==> src/sv/assert_macros.svh <==
// assert_macros.svh: concurrent assertion macros shared by the RMS meter RTL.
// Depends on nothing; each macro takes a label, clock, active-low reset and expressions.
`ifndef ASSERT_MACROS_SVH
`define ASSERT_MACROS_SVH

// Property holds at every clock edge outside reset.
`define BRMS_ASSERT_ALWAYS(lbl, clk, rst_n, expr) \
	lbl: assert property (@(posedge clk) disable iff (!(rst_n)) (expr)) \
		else $error("%m: assertion failed");

// Consequent holds in the same cycle as the antecedent.
`define BRMS_ASSERT_IMPL(lbl, clk, rst_n, ante, cons) \
	lbl: assert property (@(posedge clk) disable iff (!(rst_n)) (ante) |-> (cons)) \
		else $error("%m: assertion failed");

`endif

==> src/sv/brms_pkg.sv <==
// brms_pkg: widths, step counts and the shared-unit opcode for the block RMS meter.
// Used by brms_iter_unit and block_rms_meter; depends on nothing.
package brms_pkg;

	localparam int SAMPLE_BITS = 24;
	localparam int MAX_BLOCK   = 65536;
	localparam int LEVEL_W     = 24;

	// Square and accumulator widths
	localparam int SQ_W  = 2 * SAMPLE_BITS;
	localparam int SUM_W = 63;
	localparam int CNT_W = $clog2(MAX_BLOCK + 1);

	// Divide and square-root datapath
	localparam int DIV_STEPS = SUM_W;
	localparam int RAD_W     = 2 * ((SUM_W + 1) / 2);
	localparam int ROOT_W    = RAD_W / 2;
	localparam int REM_W     = ROOT_W + 1;
	localparam int TRY_W     = REM_W + 2;
	localparam int STEP_W    = $clog2(DIV_STEPS);

	// Commands to the shared compare-subtract unit
	typedef enum logic [2:0] {
		OP_NONE,
		OP_LOAD_DIV,
		OP_DIV_STEP,
		OP_LOAD_SQRT,
		OP_SQRT_STEP
	} brms_op_t;

endpackage

==> src/sv/brms_iter_unit.sv <==
// brms_iter_unit: one compare-subtract unit that runs a restoring divide (one quotient
// bit per step) and then a digit-by-digit square root (one root bit per step).
// Depends on brms_pkg and assert_macros.svh.
`include "assert_macros.svh"

module brms_iter_unit
	import brms_pkg::*;
(
	input  logic               clk,
	input  logic               arst_n,
	input  brms_op_t           op,
	input  logic [SUM_W-1:0]   dividend,
	input  logic [CNT_W-1:0]   divisor,
	output logic [LEVEL_W-1:0] root
);

	typedef enum logic [1:0] {
		M_IDLE,
		M_DIV,
		M_SQRT
	} mode_t;

	mode_t              mode_q;
	logic [RAD_W-1:0]   shift_q;
	logic [REM_W-1:0]   rem_q;
	logic [ROOT_W-1:0]  root_q;
	logic [CNT_W-1:0]   divisor_q;

	logic [TRY_W-1:0]   opa;
	logic [TRY_W-1:0]   opb;
	logic [TRY_W:0]     diff;
	logic               ge;
	logic [REM_W-1:0]   root_x2;

	// Operand select for the shared subtractor
	always_comb begin
		if (op == OP_SQRT_STEP) begin
			opa = {rem_q, shift_q[RAD_W-1 -: 2]};
			opb = {1'b0, root_q, 2'b01};
		end else begin
			opa = TRY_W'({rem_q[CNT_W-1:0], shift_q[SUM_W-1]});
			opb = TRY_W'(divisor_q);
		end
		diff = {1'b0, opa} - {1'b0, opb};
		ge   = !diff[TRY_W];
	end

	assign root_x2 = {root_q, 1'b0};
	assign root    = root_q[LEVEL_W-1:0];

	// Mode tracking
	always_ff @(posedge clk or negedge arst_n) begin
		if (!arst_n) begin
			mode_q <= M_IDLE;
		end else if (op == OP_LOAD_DIV) begin
			mode_q <= M_DIV;
		end else if (op == OP_LOAD_SQRT) begin
			mode_q <= M_SQRT;
		end
	end

	// Datapath registers
	always_ff @(posedge clk) begin
		unique case (op)
			OP_NONE: begin
			end
			OP_LOAD_DIV: begin
				shift_q   <= RAD_W'(dividend);
				divisor_q <= divisor;
				rem_q     <= '0;
			end
			OP_DIV_STEP: begin
				// dividend bits leave at the top, quotient bits enter at the bottom
				rem_q   <= ge ? REM_W'(diff[CNT_W-1:0]) : REM_W'(opa[CNT_W-1:0]);
				shift_q <= {shift_q[RAD_W-2:0], ge};
			end
			OP_LOAD_SQRT: begin
				shift_q <= RAD_W'(shift_q[SUM_W-1:0]);
				rem_q   <= '0;
				root_q  <= '0;
			end
			OP_SQRT_STEP: begin
				rem_q   <= ge ? diff[REM_W-1:0] : opa[REM_W-1:0];
				shift_q <= shift_q << 2;
				root_q  <= {root_q[ROOT_W-2:0], ge};
			end
			default: begin
			end
		endcase
	end

	`BRMS_ASSERT_IMPL(a_div_rem_bound, clk, arst_n, mode_q == M_DIV, rem_q < REM_W'(divisor_q))
	`BRMS_ASSERT_IMPL(a_sqrt_rem_bound, clk, arst_n, mode_q == M_SQRT, rem_q <= root_x2)

endmodule

==> src/sv/block_rms_meter.sv <==
// block_rms_meter: block RMS level meter with sample pass-through (top level).
// Depends on brms_pkg, brms_iter_unit and assert_macros.svh.
//
// Usage:
//   Input channel (in_valid/in_stall) carries one transaction per audio sample:
//   sample_in (signed Q1.23) and block_end. Output channel (out_valid/out_stall)
//   returns one transaction per input: the sample unchanged, the held RMS level
//   (unsigned Q1.23) and rms_updated, set when that sample closed a block.
//   A block closes on block_end or when it reaches MAX_BLOCK samples; the level
//   becomes floor(sqrt(floor(sum of squares / count))).
//   A sample that does not close a block passes S_SQUARE, S_ACCUM and S_DONE
//   before it reaches the output register; a closing sample passes S_DIV,
//   S_SQLOAD and S_SQRT between S_ACCUM and S_DONE: 63 divide steps and 32
//   square-root steps through the one shared subtractor. One transaction is in
//   flight at a time; in_stall is high from acceptance until the result is loaded
//   into the output register, so no new sample is accepted before then.
//   A stalled output holds its transaction; the next one waits in its final state.
//   Reset clears the accumulator, the sample count and the held level to zero.
`include "assert_macros.svh"

module block_rms_meter
	import brms_pkg::*;
(
	input  logic                          clk,
	input  logic                          arst_n,
	input  logic                          in_valid,
	output logic                          in_stall,
	input  logic signed [SAMPLE_BITS-1:0] sample_in,
	input  logic                          block_end,
	output logic                          out_valid,
	input  logic                          out_stall,
	output logic signed [SAMPLE_BITS-1:0] sample_out,
	output logic [LEVEL_W-1:0]            rms_level,
	output logic                          rms_updated
);

	typedef enum logic [2:0] {
		S_IDLE,
		S_SQUARE,
		S_ACCUM,
		S_DIV,
		S_SQLOAD,
		S_SQRT,
		S_DONE
	} state_t;

	state_t                 state_q;
	logic [SAMPLE_BITS-1:0] sample_q;
	logic                   mark_q;
	logic [SQ_W-1:0]        sq_q;
	logic [SUM_W-1:0]       sum_q;
	logic [CNT_W-1:0]       count_q;
	logic                   close_q;
	logic [STEP_W-1:0]      step_q;
	logic                   out_valid_q;
	logic [SAMPLE_BITS-1:0] sample_out_q;
	logic [LEVEL_W-1:0]     rms_level_q;
	logic                   rms_updated_q;

	logic [SAMPLE_BITS-1:0] mag;
	logic [SUM_W:0]         sum_ext;
	logic [SUM_W-1:0]       sum_next;
	logic [CNT_W-1:0]       count_next;
	logic                   close_now;
	brms_op_t               op;
	logic [LEVEL_W-1:0]     root;
	logic                   accept;
	logic                   out_free;

	assign accept   = in_valid && !in_stall;
	assign in_stall = (state_q != S_IDLE);
	assign out_free = !out_valid_q || !out_stall;

	// Magnitude, saturating accumulate and block-close decision
	always_comb begin
		mag        = sample_q[SAMPLE_BITS-1] ? (~sample_q + 1'b1) : sample_q;
		sum_ext    = {1'b0, sum_q} + (SUM_W + 1)'(sq_q);
		sum_next   = sum_ext[SUM_W] ? '1 : sum_ext[SUM_W-1:0];
		count_next = count_q + 1'b1;
		close_now  = mark_q || (count_next >= CNT_W'(MAX_BLOCK));
	end

	// Commands to the shared unit
	always_comb begin
		unique case (state_q)
			S_ACCUM:  op = close_now ? OP_LOAD_DIV : OP_NONE;
			S_DIV:    op = OP_DIV_STEP;
			S_SQLOAD: op = OP_LOAD_SQRT;
			S_SQRT:   op = OP_SQRT_STEP;
			default:  op = OP_NONE;
		endcase
	end

	brms_iter_unit u_iter (
		.clk      (clk),
		.arst_n   (arst_n),
		.op       (op),
		.dividend (sum_next),
		.divisor  (count_next),
		.root     (root)
	);

	// Sequencer, accumulator and output register
	always_ff @(posedge clk or negedge arst_n) begin
		if (!arst_n) begin
			state_q       <= S_IDLE;
			sum_q         <= '0;
			count_q       <= '0;
			close_q       <= 1'b0;
			step_q        <= '0;
			out_valid_q   <= 1'b0;
			rms_level_q   <= '0;
			rms_updated_q <= 1'b0;
		end else begin
			// S_DONE reloads the output register itself
			if (out_valid_q && !out_stall && state_q != S_DONE) begin
				out_valid_q <= 1'b0;
			end
			unique case (state_q)
				S_IDLE: begin
					if (accept) begin
						state_q <= S_SQUARE;
					end
				end
				S_SQUARE: begin
					state_q <= S_ACCUM;
				end
				S_ACCUM: begin
					close_q <= close_now;
					step_q  <= '0;
					if (close_now) begin
						sum_q   <= '0;
						count_q <= '0;
						state_q <= S_DIV;
					end else begin
						sum_q   <= sum_next;
						count_q <= count_next;
						state_q <= S_DONE;
					end
				end
				S_DIV: begin
					if (step_q == STEP_W'(DIV_STEPS - 1)) begin
						step_q  <= '0;
						state_q <= S_SQLOAD;
					end else begin
						step_q <= step_q + 1'b1;
					end
				end
				S_SQLOAD: begin
					state_q <= S_SQRT;
				end
				S_SQRT: begin
					if (step_q == STEP_W'(ROOT_W - 1)) begin
						step_q  <= '0;
						state_q <= S_DONE;
					end else begin
						step_q <= step_q + 1'b1;
					end
				end
				S_DONE: begin
					if (out_free) begin
						out_valid_q   <= 1'b1;
						rms_updated_q <= close_q;
						if (close_q) begin
							rms_level_q <= root;
						end
						state_q <= S_IDLE;
					end
				end
				default: begin
					state_q <= S_IDLE;
				end
			endcase
		end
	end

	// Payload registers
	always_ff @(posedge clk) begin
		if (accept) begin
			sample_q <= sample_in;
			mark_q   <= block_end;
		end
		if (state_q == S_SQUARE) begin
			sq_q <= mag * mag;
		end
		if (state_q == S_DONE && out_free) begin
			sample_out_q <= sample_q;
		end
	end

	assign out_valid   = out_valid_q;
	assign sample_out  = $signed(sample_out_q);
	assign rms_level   = rms_level_q;
	assign rms_updated = rms_updated_q;

	`BRMS_ASSERT_ALWAYS(a_count_range, clk, arst_n, count_q < CNT_W'(MAX_BLOCK))
	`BRMS_ASSERT_IMPL(a_cleared_in_div, clk, arst_n, state_q == S_DIV, (sum_q == '0) && (count_q == '0))
	`BRMS_ASSERT_IMPL(a_level_range, clk, arst_n, out_valid_q, rms_level_q <= LEVEL_W'(1 << (LEVEL_W - 1)))

endmodule

==> config.mk <==
export PLATFORM = sky130hd
export DESIGN_NAME = block_rms_meter
export DESIGN_NICKNAME = d
export VERILOG_FILES = /design/src/sv/brms_pkg.sv /design/src/sv/brms_iter_unit.sv /design/src/sv/block_rms_meter.sv
export VERILOG_INCLUDE_DIRS = /design/src /design/src/sv
export SDC_FILE = /design/constraint.sdc
export NUM_CORES = 2
export LEC_CHECK = 0
export ABC_CLOCK_PERIOD_IN_PS = 9100
export BUFFER_PORTS_ARGS = -buffer_cell sky130_fd_sc_hd__buf_2
export CORE_ASPECT_RATIO = 0.7
export CORE_UTILIZATION = 45
export CTS_BUF_LIST = sky130_fd_sc_hd__clkbuf_8
export DETAILED_ROUTE_END_ITERATION = 7
export MAX_ROUTING_LAYER = met4
export SETUP_SLACK_MARGIN = 0.05
export SLEW_MARGIN = 30
export SYNTH_ARGS = -nofsm -noshare
export SYNTH_HDL_FRONTEND = slang
export SYNTH_SLANG_ARGS = --single-unit
==> constraint.sdc <==
create_clock -name clk -period 9.1 [get_ports clk]
set_input_delay 0 -clock clk [delete_from_list [all_inputs] [get_ports clk]]
set_output_delay 0 -clock clk [all_outputs]
set_load 0.03 [all_outputs]
==> results.tsv <==
metric	value	unit
clkLatencyLatePin	720	ps
grt_antenna_before_repair	2	
syn_area	35870	um2
required	9560	ps
antenna_left	0	
setup.worst_path.start_class	register	
drt_iter0_drc	2190	
finalHoldViolCount	0	
viasPerCell	5.367	
path_max_fanout	8	
endpoint_kind	register	
ys.warnings.count	0	
ys_ff_latch	358	
initial_utilization	0.4554	
coreArea	78770	um2
clock-root-buffer	clkbuf_8	
track_usage	0.2402	
worst_pin_slew	1027	ps
post_drt_wl_per_cell	18.22	um
grt_pass1_wl	150200	um
cts_tree	built	
dpl_cell_area	37970	um2
htreeDepth	2	
layout.nets	4629	
grt_max_degree	76	
fp-row-count	86	
dpl.hpwl	70360	um
skew	35.47	ps
status	finished, final reports clean	
worstHoldPathType	in2reg	
seq_area_frac_synth	0.2835	
rsz0062_at_grt	true	
cts_made_buffers	60	
synth_cells	3725	
final_area	40520	um2
postSynthAreaPerCell	9.629	um2
globalRouteOverflowTotal	0	
clock-sinks	358	
critPathArrivalTime	9440	ps
critPathMaxStageDelay	580	ps
synth-edff-count	242	
setup_viol	0	
clockBufferDepth	3	
routed_wl	91640	um
die-area	80860	um2
fin_crit	8981	ps
timing.final.crit_share	0.9869	
layout-drive-gt1-share	0.1190	
layout.cells.non_filler	5031	
path_clk_slew	60	ps
ios	80	
maxSlewViolCount	0	
vias	27000	
max_cap_viol_count	0	
die_h	238.2	um
synthFlopType	edfxtp_1	
crit_type	reg2reg	
grt_pass1_vias	27080	
die_w	339.4	um
max_slew_margin	0.3153	
crit_path_frequent_cell	fa_1	
fmax	111.3	MHz
cp_slowest_cell	or4_4	
place_inst	4831	
async_flop_share	0.3240	
place.port_buffers	79	
drt_first_pass_iters	5	
drc	0	
syn_to_final_growth	12.98	%
yosysUniqueCellTypes	99	
place.gp.congestion	0.9458	
post-route-util	0.5145	
-- per-layer routing --
metal	share of wire	track usage	vias up
met5	0	-	-
li1	-	-	12760
met3	0.078	0.04836	102
met1	0.50	0.3690	13330
met2	0.41	0.3239	813
met4	0.017	0.04791	0
-- path summary, 6_finish.rpt --
| path | startpoint | to | slack (ps) | cells after the start |
|---|---|---|---|---|
| min | sample_in[0] | sample_q[0] | 110 | 2 |
| max in group asynchronous | arst_n | state_q[1] | 7860 | 4 |
| min reg2reg | sum_q[42] | sum_q[42] | 480 | 2 |
| max | sample_q[9] | sq_q[45] | 120 | 34 |
| max reg2reg | sample_q[9] | sq_q[45] | 120 | 34 |
| min in group asynchronous | arst_n | rms_level[21] | 370 | 4 |
-- through the flow --
| step | hold slack [ps] | setup TNS [ps] | setup slack (ps) |
|---|---|---|---|
| after floorplan | -295.6 | 0 | 58.85 |
| after global placement | 148.2 | -590.3 | -140.3 |
| after detailed placement | 139.5 | -1506 | -243.6 |
| after CTS | 111.8 | 0 | 72.67 |
| after global routing | 166.1 | -1073 | -295.8 |
| final | 114.5 | 0 | 119.1 |
-- kinds of logic (layout without fill, tap and decap cells) --
| kind of cell | Yosys count | count (layout) | synth area share |
|---|---|---|---|
| flip-flops | 358 | 358 | 0.2835 |
| AND/OR/NAND/NOR | 976 | 976 | 0.1187 |
| multiplexers | 40 | 40 | 0.01207 |
| other | 2 | 18 | 0.0002094 |
| adder cells (fa/ha/maj) | 678 | 678 | 0.3255 |
| AO/OA/AOI/OAI | 717 | 717 | 0.1352 |
| XOR/XNOR | 166 | 166 | 0.04074 |
| buffers and inverters | 788 | 1022 | 0.08410 |
-- critical path, delay by kind of cell, from the launching register on --
family	cells	cell delay, ps
compound gates	8	1690
simple gates	8	1860
fa+ha+maj	8	3640
xor+xnor	2	410
buf+inv	8	730
flops	1	390
-- layout by cell type, fill, tap and decap left out, types with 66 or more instances in the layout --
cell type  instances
nand2_1          442
ha_1             239
nor2_1           278
dfrtp_1          115
clkbuf_8          66
edfxtp_1         242
a21o_1            72
xnor2_1          107
buf_2             78
buf_4            130
and3_1            67
fa_1             424
inv_1            633
a21oi_1          197
o21ai_0          111
-- sequential cells by signal (all words and copies together) (netlist names) --
register,count
close_q,1
count_q,17
mark_q,1
out_valid,1
rms_level,24
rms_updated,1
sample_out,24
sample_q,24
sq_q,47
state_q,3
step_q,6
sum_q,63
u_iter.divisor_q,17
u_iter.rem_q,33
u_iter.root_q,32
u_iter.shift_q,64
-- cell usage after synthesis, drive strengths merged (67+ instances only) --
library cell | number | area [um2]
a21o | 72 | 540.5
a21oi | 212 | 1095
and3 | 67 | 419.2
clkbuf | 121 | 455.4
dfrtp | 116 | 2903
edfxtp | 242 | 7267
fa | 425 | 8508
ha | 253 | 3166
inv | 630 | 2365
nand2 | 454 | 1712
nor2 | 285 | 1070
o21ai | 128 | 659.4
xnor2 | 108 | 945.9
-- final cells by class --
type / count / area, um2
sequential: 358 / 10170
tap: 1056 / 1321
timing repair buffer: 275 / 2122
antenna: 1 / 2.502
clock buffer: 66 / 908.4
fill: 7294 / 38240
inverter: 633 / 2386
clock inverter: 48 / 362.8
multi-input combinational: 2594 / 23250
-- timing repair --
action | 4_1_cts | 5_1_grt
hold buffers | 54 | 0
pin swaps | 2 | 61
setup endpoints to repair | 11 | 16
endpoints found under the hold margin | 112 | 0
resized for setup | 8 | 90
setup buffers | 2 | 28
Power is left out: the tool's default activity adds up to more than one toggle a clock period on the data nets, which glitch-free logic cannot reach.
